==> config.mk <==
export PLATFORM = sky130hd
export DESIGN_NAME = pdm_gain
export DESIGN_NICKNAME = d
export VERILOG_FILES = /design/src/rtl/core/assert_macros.svh /design/src/rtl/core/pdm_pkg.sv /design/src/rtl/core/pdm_gain.sv
export SDC_FILE = /design/constraint.sdc
export NUM_CORES = 2
export LEC_CHECK = 0
export BUFFER_PORTS_ARGS = -buffer_cell sky130_fd_sc_hd__buf_2
export CELL_PAD_IN_SITES_DETAIL_PLACEMENT = 1
export CELL_PAD_IN_SITES_GLOBAL_PLACEMENT = 1
export CORE_MARGIN = 2
export CORE_UTILIZATION = 41
export DETAILED_ROUTE_END_ITERATION = 8
export GPL_TIMING_DRIVEN = 0
export HOLD_SLACK_MARGIN = 0.06
export PLACE_DENSITY = 0.76
export SLEW_MARGIN = 25
export SYNTH_ARGS = -nofsm -noshare
export SYNTH_HDL_FRONTEND = slang
export SYNTH_SLANG_ARGS = --single-unit
==> constraint.sdc <==
create_clock -name clk_i -period 2.3 [get_ports clk_i]
set_input_delay 0.46 -clock clk_i [delete_from_list [all_inputs] [get_ports clk_i]]
set_output_delay 0.46 -clock clk_i [all_outputs]
set_load 0.02 [all_outputs]
==> src/rtl/core/assert_macros.svh <==
// Assertion macros shared by the downmix RTL.
`ifndef ASSERT_MACROS_SVH
`define ASSERT_MACROS_SVH

// Check that a property holds on every clock edge outside reset.
`define PDM_ASSERT(lbl, prop, msg) \
  lbl: assert property (@(posedge clk_i) disable iff (!rst_ni) (prop)) else $error(msg);

// Check that a condition never occurs outside reset.
`define PDM_ASSERT_NEVER(lbl, prop, msg) \
  lbl: assert property (@(posedge clk_i) disable iff (!rst_ni) !(prop)) else $error(msg);

`endif

==> src/rtl/core/pdm_pkg.sv <==
// Shared types, constants and codes of the stereo downmix block.
package pdm_pkg;

  localparam int unsigned MaxChannels = 8;
  localparam int unsigned SampleW     = 32;
  localparam int unsigned NormW       = 32;
  localparam int unsigned OutW        = 24;
  localparam int unsigned MixW        = 35;
  localparam int unsigned GainW       = 16;
  localparam int unsigned AddrW       = 4;
  localparam int unsigned DataW       = 32;
  localparam int unsigned NumSides    = 2;
  localparam int unsigned PipeLatency = 9;

  // Reciprocals round(2^62 / (2^(n-1)-1)), split into two partial products.
  localparam int unsigned RcW     = 56;
  localparam int unsigned RcSplit = 28;
  localparam logic [RcW-1:0] Rc8  = RcW'(((64'd1 << 62) + 64'd63) / 64'd127);
  localparam logic [RcW-1:0] Rc16 = RcW'(((64'd1 << 62) + 64'd16383) / 64'd32767);
  localparam logic [RcW-1:0] Rc24 = RcW'(((64'd1 << 62) + 64'd4194303) / 64'd8388607);
  localparam logic [RcW-1:0] Rc32 = RcW'(((64'd1 << 62) + 64'd1073741823) / 64'd2147483647);

  // Mix coefficients, Q.30.
  localparam logic [29:0] SurrQ30  = 30'd759250125;
  localparam logic [29:0] Attn4Q30 = 30'd715827883;
  localparam logic [29:0] Attn5Q30 = 30'd486492921;

  localparam int OutMax = 8388607;
  localparam int OutMin = -8388608;

  // Sample format codes.
  localparam logic [1:0] FmtW8  = 2'd0;
  localparam logic [1:0] FmtW16 = 2'd1;
  localparam logic [1:0] FmtW24 = 2'd2;
  localparam logic [1:0] FmtW32 = 2'd3;

  // Channel layout codes.
  localparam logic [3:0] LayoutMono   = 4'd0;
  localparam logic [3:0] LayoutStereo = 4'd1;
  localparam logic [3:0] LayoutQuad   = 4'd2;
  localparam logic [3:0] Layout21     = 4'd3;
  localparam logic [3:0] Layout31     = 4'd4;
  localparam logic [3:0] Layout41     = 4'd5;
  localparam logic [3:0] LayoutLcrs   = 4'd6;
  localparam logic [3:0] Layout51     = 4'd7;
  localparam logic [3:0] Layout71     = 4'd8;
  localparam logic [3:0] Layout71Surr = 4'd9;

  // Register indexes.
  localparam logic [1:0] RegSampleFormat  = 2'd0;
  localparam logic [1:0] RegChannelLayout = 2'd1;
  localparam logic [1:0] RegGain          = 2'd2;

  localparam logic [1:0]       SampleFormatRst  = FmtW16;
  localparam logic [3:0]       ChannelLayoutRst = LayoutStereo;
  localparam logic [GainW-1:0] GainRst          = 16'd4096;

  typedef enum logic [1:0] {
    AttnNone,
    AttnQuad,
    AttnFull
  } pdm_attn_e;

  typedef struct packed {
    logic signed [SampleW-1:0] ch0;
    logic signed [SampleW-1:0] ch1;
    logic signed [SampleW-1:0] ch2;
    logic signed [SampleW-1:0] ch3;
    logic signed [SampleW-1:0] ch4;
    logic signed [SampleW-1:0] ch5;
    logic signed [SampleW-1:0] ch6;
    logic signed [SampleW-1:0] ch7;
  } pdm_in_t;

  typedef struct packed {
    logic signed [OutW-1:0] out_left;
    logic signed [OutW-1:0] out_right;
  } pdm_out_t;

  typedef struct packed {
    logic [1:0]       sample_format;
    logic [3:0]       channel_layout;
    logic [GainW-1:0] gain;
  } pdm_cfg_t;

endpackage

==> src/rtl/core/pdm_gain.sv <==
// Gain stages: apply the Q4.12 volume, round and saturate to Q1.23.
module pdm_gain (
  input  logic                                            clk_i,
  input  logic                                            rst_ni,
  input  logic                                            valid_i,
  input  logic [pdm_pkg::NumSides-1:0][pdm_pkg::MixW-1:0] mixed_i,
  input  logic [pdm_pkg::GainW-1:0]                       gain_i,
  output logic                                            valid_o,
  output pdm_pkg::pdm_out_t                               result_o
);
  import pdm_pkg::*;

  localparam int unsigned GpW = MixW + GainW + 1;
  localparam int unsigned YW  = GpW - 19;
  localparam logic signed [GpW-1:0] GainRnd = GpW'(64'h0000_0000_0004_0000);
  localparam logic signed [YW-1:0]  YMax    = YW'(OutMax);
  localparam logic signed [YW-1:0]  YMin    = YW'(OutMin);

  logic signed [GpW-1:0]  gp_d  [NumSides];
  logic signed [GpW-1:0]  gp_q  [NumSides];
  logic signed [GpW-1:0]  rnd   [NumSides];
  logic signed [YW-1:0]   y     [NumSides];
  logic signed [OutW-1:0] out_d [NumSides];
  logic signed [OutW-1:0] out_q [NumSides];
  logic                   v8_q, v9_q;

  always_comb begin
    for (int k = 0; k < NumSides; k++) begin
      gp_d[k] = $signed(mixed_i[k]) * $signed({1'b0, gain_i});
    end
  end

  // Round half up, then clamp to the 24-bit range.
  always_comb begin
    for (int k = 0; k < NumSides; k++) begin
      rnd[k] = gp_q[k] + GainRnd;
      y[k]   = rnd[k][19 +: YW];
      if (y[k] > YMax) begin
        out_d[k] = YMax[OutW-1:0];
      end else if (y[k] < YMin) begin
        out_d[k] = YMin[OutW-1:0];
      end else begin
        out_d[k] = y[k][OutW-1:0];
      end
    end
  end

  always_ff @(posedge clk_i or negedge rst_ni) begin
    if (!rst_ni) begin
      v8_q <= 1'b0;
      v9_q <= 1'b0;
    end else begin
      v8_q <= valid_i;
      v9_q <= v8_q;
    end
  end

  always_ff @(posedge clk_i) begin
    for (int k = 0; k < NumSides; k++) begin
      gp_q[k]  <= gp_d[k];
      out_q[k] <= out_d[k];
    end
  end

  assign valid_o            = v9_q;
  assign result_o.out_left  = out_q[0];
  assign result_o.out_right = out_q[1];

endmodule

==> results_dict.tcl <==
set metrics [dict create \
    status "finished, violations left" \
    violations "negative setup slack" \
    synth_top_family_by_area "adder cells" \
    numCtsBuffers 17 \
    ioPinCount 138 \
    synth_commonest_cells "inv_1 (1212), fa_1 (1058), nand2_1 (789), and2_1 (407), ha_1 (244)" \
    crit_chain "clkbuf_16 -> clkbuf_8 -> nand2_1 -> fa_1 -> inv_1 -> fa_1 -> inv_1 -> fa_1 -> inv_1 -> fa_2 -> fa_1 -> inv_1 -> fa_1 -> inv_1 -> ha_4 -> nand4_1 -> nor4_4 -> nand2_2 -> a311oi_4 -> a211oi_4 -> nand2_4 -> buf_6 -> a31oi_4 -> xnor2_1" \
    io_buffers 122 \
    synth_mux_area_share_pct 0.0768 \
    drcViolationCount 0 \
    fmax_mhz 161 \
    antenna_found_initial 23 \
    syn_area_per_cell_um2 8.96 \
    finalCriticalPeriod_ps 6200 \
    synth_area_leader_cell "fa_1" \
    area_growth_pct 24.9 \
    start_util_pct 41.5 \
    max-cap-violations 0 \
    grt_overflow_total 0 \
    instances_no_fill 6509 \
    hold_viol 0 \
    synthTopCellsByArea "fa_1 (50%), inv_1 (11%), ha_1 (7.2%)" \
    crit_required_ps 2660 \
    ys_seq_area_share_pct 5.60 \
    wl_per_cell_um 24.7 \
    layout_setup_ws_ps -3900 \
    clk_latency_ps 470 \
    fin_crit_sh_pct 270 \
    setup_viol 114 \
    cts_tree "yes" \
    crit_path_start_kind "input pin" \
    holdCritPathClass "in -> reg" \
    slew_viol_final 0 \
    syn_area_um2 42400 \
    slowest_stage "fa_1" \
    syn_inst 4728 \
    relSlewSlack_pct 33.2 \
    yosys_warnings 0 \
    grt_max_degree 17 \
    wirelength_um 161000 \
    track_usage_pct 28.2 \
    synth_compound_area_share_pct 5.28 \
    gp_congestion 0.933 \
    vias_per_cell 5.46 \
    finalHoldWorstSlack_ps 94.1 \
    rows 117 \
    grt_pass1_vias 39184 \
    drtAntennaViolNets 0 \
    worstSetupPathType "in -> reg" \
    max_stage_delay_ps 600 \
    drive_gt1_share_pct 21.2 \
    clock-sinks 118 \
    drtIter0Drc 2567 \
    synth_xor_area_share_pct 2.72 \
    fin_skew_ps 12.5 \
    path_clk_slew_ps 60 \
    synth_simple_gate_area_share_pct 16.3 \
    crit_buf_inv 8 \
    synth_nets 6119 \
    cts-htree-levels 4 \
    hpwl_um 117000 \
    synth_cell_types 85 \
    synth-main-ff-cell "dfxtp_1" \
    rsz0062_at_grt "true" \
    core-area_um2 102000 \
    ys_ff_latch 118 \
    max_slew.worst_pin.slew_ps 1000 \
    synthAdderAreaFrac_pct 57.2 \
    die_height_um 325 \
    cp_top_family "adder cells" \
    synth_top_area_share_pct 50.0 \
    worst_ep_arrival_time_ps 6560 \
    die_x_um 325 \
    yosysMostFrequentCell "inv_1" \
    layout.nets 6499 \
    worst-path-max-fanout 10 \
    firstDrtPassIters 6 \
    clockRootBuffer "clkbuf_16" \
    synth_edf_count 0 \
    ys_async_sr_fraction_pct 1.69 \
    placed_cells 6218 \
    cp-end-kind "register" \
    grt_pass1_wl_um 226000 \
    dieArea_um2 106000 \
    cts_buffer_depth 2 \
    dp_worst_setup_slack_ps -5360 \
    vias 35563 \
]
[cell families (layout without fill, tap and decap cells)]
kind of cell / after synthesis / in the layout
fa+ha+maj: 1302 / 1302
flops: 118 / 118
xor+xnor: 130 / 130
other cells: 0 / 20
mux: 3 / 3
compound gates: 321 / 321
buf+inv: 1432 / 1825
simple gates: 1422 / 1422
[flip-flops by register name (all words and copies together) (netlist names)]
register / cells
gp_q: 68
out_q: 48
v8_q: 1
valid_o: 1
[worst paths after layout]
check,from,to,slack (ps),cells past startpoint
hold reg to reg,v8_q,valid_o,360,0
setup / recovery,gain_i[9],gp_q[0][96],-3900,24
setup reg to reg,gp_q[0][19],out_q[0][0],-490,11
min in group asynchronous,rst_ni,v8_q,300,2
max in group asynchronous,rst_ni,valid_o,1910,2
hold / removal,valid_i,v8_q,90,1
[final cells by class]
cell class	count	area [um2]
plain buffers	210	3470
clock inverters	8	95.1
inverters	1212	4550
fillers	11529	49300
diodes	20	50.0
flip-flops and latches	118	2410
multi-input cells	3178	36900
repair buffers	371	3240
clock buffers	24	502
well taps	1368	1710
[per-stage QoR]
step | area (um2) | TNS [ps] | util [%]
after floorplan | 42700 | -231200 | -
after global placement | 45000 | -334910 | 44.0
after detailed placement | 45000 | -347270 | 44.0
after CTS | 49500 | -237160 | 48.5
after global routing | 52900 | -262370 | 51.8
final | 52900 | -251340 | 51.8
[routing by layer]
metal	track usage, %	vias to the layer above	part of all wire (%)
li1	-	14525	-
met1	34.1	18706	36
met4	13.3	20	6.2
met5	0	-	0.088
met3	5.38	613	9.0
met2	48.6	1699	49
[repair_timing]
item	4_1_cts	5_1_grt
hold buffers	1	0
endpoints found under the hold margin	2	0
resized for setup	736	499
cloned	1	13
endpoints found under the setup margin	114	114
buffers inserted	69	167
pin swaps	137	295
[cells in the final DEF (no fill, tap or decap), types with 12 or more instances in the layout]
master and n:
nand3_1 34, clkbuf_8 31, fa_1 996, o21ai_0 14
buf_4 216, and3_1 16, diode_2 20, and2_1 386
nand2_1 743, buf_2 73, buf_6 72, xnor2_1 68
ha_1 182, inv_2 40, o21ai_2 55, and4_1 12
nand2_4 17, clkbuf_1 12, buf_12 33, nand4_1 31
inv_1 1171, a21oi_4 17, xor2_1 51, dfxtp_1 97
a21o_1 47, a21oi_2 29, and2_4 22, buf_8 23
ha_4 48, nand2_2 30, ha_2 14, clkbuf_16 108
fa_2 62, clkbuf_4 16, nor2_1 44, clkbuf_2 20
dfxtp_2 13, a21oi_1 36
Power is left out: the tool's default activity adds up to more than one toggle a clock period on the data nets, which glitch-free logic cannot reach.
