### src/rtl/core/assert_macros.svh
// Assertion macros shared by the downmix RTL.
`ifndef ASSERT_MACROS_SVH
`define ASSERT_MACROS_SVH

// Check that a property holds on every clock edge outside reset.
`define PDM_ASSERT(lbl, prop, msg) \
  lbl: assert property (@(posedge clk_i) disable iff (!rst_ni) (prop)) else $error(msg);

// Check that a condition never occurs outside reset.
`define PDM_ASSERT_NEVER(lbl, prop, msg) \
  lbl: assert property (@(posedge clk_i) disable iff (!rst_ni) !(prop)) else $error(msg);

`endif

### src/rtl/core/pdm_pkg.sv
// Shared types, constants and codes of the stereo downmix block.
package pdm_pkg;

  localparam int unsigned MaxChannels = 8;
  localparam int unsigned SampleW     = 32;
  localparam int unsigned NormW       = 32;
  localparam int unsigned OutW        = 24;
  localparam int unsigned MixW        = 35;
  localparam int unsigned GainW       = 16;
  localparam int unsigned AddrW       = 4;
  localparam int unsigned DataW       = 32;
  localparam int unsigned NumSides    = 2;
  localparam int unsigned PipeLatency = 9;

  // Reciprocals round(2^62 / (2^(n-1)-1)), split into two partial products.
  localparam int unsigned RcW     = 56;
  localparam int unsigned RcSplit = 28;
  localparam logic [RcW-1:0] Rc8  = RcW'(((64'd1 << 62) + 64'd63) / 64'd127);
  localparam logic [RcW-1:0] Rc16 = RcW'(((64'd1 << 62) + 64'd16383) / 64'd32767);
  localparam logic [RcW-1:0] Rc24 = RcW'(((64'd1 << 62) + 64'd4194303) / 64'd8388607);
  localparam logic [RcW-1:0] Rc32 = RcW'(((64'd1 << 62) + 64'd1073741823) / 64'd2147483647);

  // Mix coefficients, Q.30.
  localparam logic [29:0] SurrQ30  = 30'd759250125;
  localparam logic [29:0] Attn4Q30 = 30'd715827883;
  localparam logic [29:0] Attn5Q30 = 30'd486492921;

  localparam int OutMax = 8388607;
  localparam int OutMin = -8388608;

  // Sample format codes.
  localparam logic [1:0] FmtW8  = 2'd0;
  localparam logic [1:0] FmtW16 = 2'd1;
  localparam logic [1:0] FmtW24 = 2'd2;
  localparam logic [1:0] FmtW32 = 2'd3;

  // Channel layout codes.
  localparam logic [3:0] LayoutMono   = 4'd0;
  localparam logic [3:0] LayoutStereo = 4'd1;
  localparam logic [3:0] LayoutQuad   = 4'd2;
  localparam logic [3:0] Layout21     = 4'd3;
  localparam logic [3:0] Layout31     = 4'd4;
  localparam logic [3:0] Layout41     = 4'd5;
  localparam logic [3:0] LayoutLcrs   = 4'd6;
  localparam logic [3:0] Layout51     = 4'd7;
  localparam logic [3:0] Layout71     = 4'd8;
  localparam logic [3:0] Layout71Surr = 4'd9;

  // Register indexes.
  localparam logic [1:0] RegSampleFormat  = 2'd0;
  localparam logic [1:0] RegChannelLayout = 2'd1;
  localparam logic [1:0] RegGain          = 2'd2;

  localparam logic [1:0]       SampleFormatRst  = FmtW16;
  localparam logic [3:0]       ChannelLayoutRst = LayoutStereo;
  localparam logic [GainW-1:0] GainRst          = 16'd4096;

  typedef enum logic [1:0] {
    AttnNone,
    AttnQuad,
    AttnFull
  } pdm_attn_e;

  typedef struct packed {
    logic signed [SampleW-1:0] ch0;
    logic signed [SampleW-1:0] ch1;
    logic signed [SampleW-1:0] ch2;
    logic signed [SampleW-1:0] ch3;
    logic signed [SampleW-1:0] ch4;
    logic signed [SampleW-1:0] ch5;
    logic signed [SampleW-1:0] ch6;
    logic signed [SampleW-1:0] ch7;
  } pdm_in_t;

  typedef struct packed {
    logic signed [OutW-1:0] out_left;
    logic signed [OutW-1:0] out_right;
  } pdm_out_t;

  typedef struct packed {
    logic [1:0]       sample_format;
    logic [3:0]       channel_layout;
    logic [GainW-1:0] gain;
  } pdm_cfg_t;

endpackage

### src/rtl/core/pdm_regs.sv
// Configuration register file with an APB-style access port.
`include "assert_macros.svh"

module pdm_regs (
  input  logic                        clk_i,
  input  logic                        rst_ni,
  input  logic                        psel_i,
  input  logic                        penable_i,
  input  logic                        pwrite_i,
  input  logic [pdm_pkg::AddrW-1:0]   paddr_i,
  input  logic [pdm_pkg::DataW-1:0]   pwdata_i,
  output logic [pdm_pkg::DataW-1:0]   prdata_o,
  output pdm_pkg::pdm_cfg_t           cfg_o
);
  import pdm_pkg::*;

  logic     wr_en;
  pdm_cfg_t cfg_q;

  assign wr_en = psel_i && penable_i && pwrite_i;

  always_ff @(posedge clk_i or negedge rst_ni) begin
    if (!rst_ni) begin
      cfg_q.sample_format  <= SampleFormatRst;
      cfg_q.channel_layout <= ChannelLayoutRst;
      cfg_q.gain           <= GainRst;
    end else if (wr_en) begin
      case (paddr_i[AddrW-1:2])
        RegSampleFormat:  cfg_q.sample_format  <= pwdata_i[1:0];
        RegChannelLayout: cfg_q.channel_layout <= pwdata_i[3:0];
        RegGain:          cfg_q.gain           <= pwdata_i[GainW-1:0];
        default: ;
      endcase
    end
  end

  always_comb begin
    case (paddr_i[AddrW-1:2])
      RegSampleFormat:  prdata_o = DataW'(cfg_q.sample_format);
      RegChannelLayout: prdata_o = DataW'(cfg_q.channel_layout);
      RegGain:          prdata_o = DataW'(cfg_q.gain);
      default:          prdata_o = '0;
    endcase
  end

  assign cfg_o = cfg_q;

  `PDM_ASSERT_NEVER(CfgHoldsWithoutWrite, $past(!wr_en) && !$stable(cfg_q), "config changed without a write")

endmodule

### config.mk
export PLATFORM = sky130hd
export DESIGN_NAME = pdm_regs
export DESIGN_NICKNAME = d
export VERILOG_FILES = /design/src/rtl/core/pdm_pkg.sv /design/src/rtl/core/pdm_regs.sv
export VERILOG_INCLUDE_DIRS = /design/src /design/src/rtl/core
export SDC_FILE = /design/constraint.sdc
export NUM_CORES = 1
export LEC_CHECK = 0
export ABC_AREA = 1
export BUFFER_PORTS_ARGS = -buffer_cell sky130_fd_sc_hd__buf_2
export CAP_MARGIN = 0
export CORE_MARGIN = 5
export CORE_UTILIZATION = 40
export DETAILED_ROUTE_END_ITERATION = 12
export PLACE_DENSITY = 0.9
export SLEW_MARGIN = 15
export SYNTH_ARGS = -nofsm -noshare
export SYNTH_HDL_FRONTEND = slang
export SYNTH_SLANG_ARGS = --single-unit
### constraint.sdc
create_clock -name clk_i -period 1.4 [get_ports clk_i]
set_clock_uncertainty 0.05 [all_clocks]
set_input_delay 0.28 -clock clk_i [delete_from_list [all_inputs] [get_ports clk_i]]
set_output_delay 0.28 -clock clk_i [all_outputs]
set_load 0.02 [all_outputs]
==> results.md <==
- The leakage power is roughly 1 nW.
- Counting distinct cell types in the post-synthesis netlist gives 13.
- The fmax is 675 MHz.
- The kind of end point of the critical path is a primary output.
- The slowest stage of the critical path is the sky130_fd_sc_hd__dfstp_2 cell.
- The floorplan step set the die height to about 65 um.
- The weighted congestion reported at the end of routability-driven placement is between 0.8 and 0.9.
- The flip-flop and latch count after synthesis is 22.
- Together, buffers and inverters on the worst path number 1.
- In the final timing run, aggregate negative setup slack is -0.113 ns.
- The cell area after technology mapping is approximately 1200 um2.
- After global routing, the most crowded layer is met2.
- The count of boundary I/O pins is 95.
- The number of antenna violations at the first check in global routing is 0.
- The largest single stage delay on the critical path is around 0.57 ns.
- Entering global routing, the biggest net connects 23 pins.
- The count of standard-cell rows is 19.
- The number of enable flip-flop cells after synthesis is 0.
- TritonCTS built the clock tree.
- The areal power density over the cells is roughly 1200 nW/um2.
- In the post-route analysis, the smallest setup slack over all paths is -0.0809 ns.
- The mean cell area of the mapped netlist is 7.36 um2.
- The critical path arrival is 1.15 ns.
- The number of hold violations in the final report is 0.
- The flow ran to the end, but the final reports show violations.
- Buffers inserted during clock tree synthesis total 3.
- The routed via count is 1144.
- For this block, the routed nets add up to 3140 um of wire.
- The die area is roughly 4200 um2.
- In the routed layout, each cell is associated on average with a via count of between 4 and 5.
- The worst setup path is launched from a flop.
- The Yosys step of the flow raised 0 warnings.
- In this run the worst path has a maximum fanout of 3.
- The worst-case IR drop observed on VDD is just over 0.0007 V.
- Port buffering added 60 buffers.
- The routed design could run at a clock period as short as about 1.5 ns.
- The worst slack after detailed placement is between 0.07 and 0.08 ns.
- The most common cell in the synthesized netlist is sky130_fd_sc_hd__nand2_1.
- The total count of max-transition violations in the final report is 0.
- For met3 alone, demand over resource in global routing was 0.0380.
- Once detailed placement completed, the half-perimeter wirelength came to ~2300 um.
- The via count of the first global-routing pass was around 1100.
- For met1 alone, demand over resource in global routing was 0.171.
- The tightest min-delay check is of the primary input to flop type.
- The post-route clock period utilization is 1.06.
- The number of standard cells after synthesis is roughly 160.
- The wire length of the first global-routing pass is 4810 um.
- The average wire per cell in the routed design is roughly 12 um.
- In the global route stage, overall resource usage came out at 0.146.
- Ranked by instance count, the synthesized netlist is headed by sky130_fd_sc_hd__nand2_1 (80), sky130_fd_sc_hd__dfrtp_1 (19), sky130_fd_sc_hd__buf_4 (16), sky130_fd_sc_hd__inv_1 (16), sky130_fd_sc_hd__nor2_1 (14).
- The post-synthesis cell type with the largest combined area is sky130_fd_sc_hd__dfrtp_1.
- Fill cells in the final layout number ~280.
- Of the post-synthesis cell area, the dominant cell type holds 0.399.
- The floorplan step set the die width to approximately 65 um.
- Once detail routing completed, the nets flagged for antenna violations numbered 0.
- The most used flip-flop cell after synthesis is sky130_fd_sc_hd__dfrtp_1.
- For this run, the share of the core covered by cells in the final layout is 0.567.
- In the final layout, the share of cells above drive strength 1 is 0.370.
- For this run, asynchronously set or reset flops after synthesis account for 1.00.
- The final-report setup violation count is 2.
- The signal on the critical path passes through nand2_2, nand3_2, buf_6.
- The count of inserted antenna diode cells is 0.
- The global routing usage on met2 is 0.260.
- In the final design database the tool counted about 270 nets.
- The DRC marker count from the first detailed-route iteration is 43.
- The number of flip-flops in the largest register is 22.
- The number of clock sinks is 22.
- The tree is rooted in a sky130_fd_sc_hd__clkbuf_4.
- The family with the most delay on the worst path is flip-flops.
- After synthesis, the cell types taking the most area are sky130_fd_sc_hd__dfrtp_1 (40%), sky130_fd_sc_hd__nand2_1 (25%), sky130_fd_sc_hd__buf_4 (10%), sky130_fd_sc_hd__dfstp_2 (6.6%), sky130_fd_sc_hd__inv_1 (5.0%).
- The register area share after synthesis is 0.465.
- Summed over all layers, the global routing overflow is 0.
- For this run, design rule violations remaining after detail routing come to 0.
- The clock latency on the worst-skew pair is about 0.30 ns.
- The checks that failed: negative setup slack.
- The startpoint-to-endpoint class of the critical path is flop to primary output.
- Before antenna repair, the detailed router went through 4 iterations.
- The total power is 1.93 mW.
- The clock edge transition at the registers on the reported setup and hold paths is 0.12 ns.
- The starting density of the core is 0.425.
- Setup repair after global routing could not meet its margin everywhere.
- Counting along the longest clock path gives a buffer depth of 2.
- The required time of the critical path is between 1 and 1.5 ns.
- The core area is approximately 2800 um2.
- The area growth from synthesis to layout is 33.5%.
- In this run the number of H-tree levels came out at 1.
- Max-cap violations in this run came to 0.
[worst reg2reg max path: stages, from the launching register on]
cell,delay [ns]
sky130_fd_sc_hd__dfrtp_1,0.40
sky130_fd_sc_hd__buf_4,0.13
sky130_fd_sc_hd__nand2_1,0.05
sky130_fd_sc_hd__nand2_1,0.04
[path summary, 6_finish.rpt]
| check | startpoint | endpoint | slack [ns] | cells past startpoint |
|---|---|---|---|---|
| max reg2reg | cfg_o[17] | cfg_o[17] | 0.63 | 3 |
| min in group asynchronous | rst_ni | cfg_o[17] | 0.41 | 2 |
| max in group asynchronous | rst_ni | cfg_o[12] | 0.54 | 2 |
| min reg2reg | cfg_o[16] | cfg_o[16] | 0.43 | 2 |
| max | cfg_o[20] | prdata_o[0] | -0.08 | 3 |
| min | pwdata_i[12] | cfg_o[12] | 0.11 | 3 |
[timing repair]
item / 4_1_cts / 5_1_grt
resized for setup: 3 / 14
cloned: 0 / 0
hold buffers: 1 / 0
endpoints found under the hold margin: 19 / 0
pin swaps: 2 / 2
endpoints found under the setup margin: 2 / 12
setup buffers: 0 / 3
[placed cells by master (no fill, tap or decap), types with 2 or more instances in the layout]
master	count
sky130_fd_sc_hd__nand3_2	2
sky130_fd_sc_hd__nor2_4	2
sky130_fd_sc_hd__dfstp_2	3
sky130_fd_sc_hd__nand3_1	3
sky130_fd_sc_hd__buf_4	12
sky130_fd_sc_hd__nor2_1	11
sky130_fd_sc_hd__buf_6	2
sky130_fd_sc_hd__inv_1	16
sky130_fd_sc_hd__nand2_1	78
sky130_fd_sc_hd__buf_2	52
sky130_fd_sc_hd__clkbuf_4	3
sky130_fd_sc_hd__nand2_2	2
sky130_fd_sc_hd__conb_1	16
sky130_fd_sc_hd__dfrtp_1	19
sky130_fd_sc_hd__nor2_2	3
sky130_fd_sc_hd__nand2_4	2
[area by class of cell]
| type | count | area, um2 | share of cell area |
|---|---|---|---|
| Clock buffer | 4 | 26.3 | 0.0165 |
| Multi-Input combinational cell | 119 | 505 | 0.318 |
| Sequential cell | 22 | 554 | 0.348 |
| Timing Repair Buffer | 68 | 403 | 0.253 |
| Tap cell | 31 | 38.8 | 0.0244 |
| Inverter | 17 | 63.8 | 0.0401 |
[layer usage]
metal / part of all wire / up-vias / wire, um
met5: 0 / - / 0
met4: 0.011 / 0 / 33
met2: 0.51 / 52 / 1610
met3: 0.077 / 4 / 241
li1: - / 579 / -
met1: 0.40 / 509 / 1260
[kinds of logic after synthesis]
family / count (synthesis) / share of synthesized area
other: 1 / 0.00314
and+or+nand+nor: 103 / 0.355
buffers and inverters: 36 / 0.177
DFF: 22 / 0.465
[per-stage QoR]
stage	hold slack (ns)	cell area, um2	cells
after global placement	0.223	1480	253
final	0.113	1590	261
after detailed placement	0.216	1480	253
after floorplan	-0.0656	1250	177
after CTS	0.109	1530	258
after global routing	0.108	1590	261
[report_power, final]
| group | internal [mW] | total (mW) | switching, mW | leakage [nW] |
|---|---|---|---|---|
| combinational | 0.263 | 0.752 | 0.489 | 0.717 |
| clock | 0.111 | 0.302 | 0.191 | 0.0150 |
| sequential | 0.778 | 0.874 | 0.0961 | 0.273 |
Note: power is estimated with default switching activity, not from simulation.
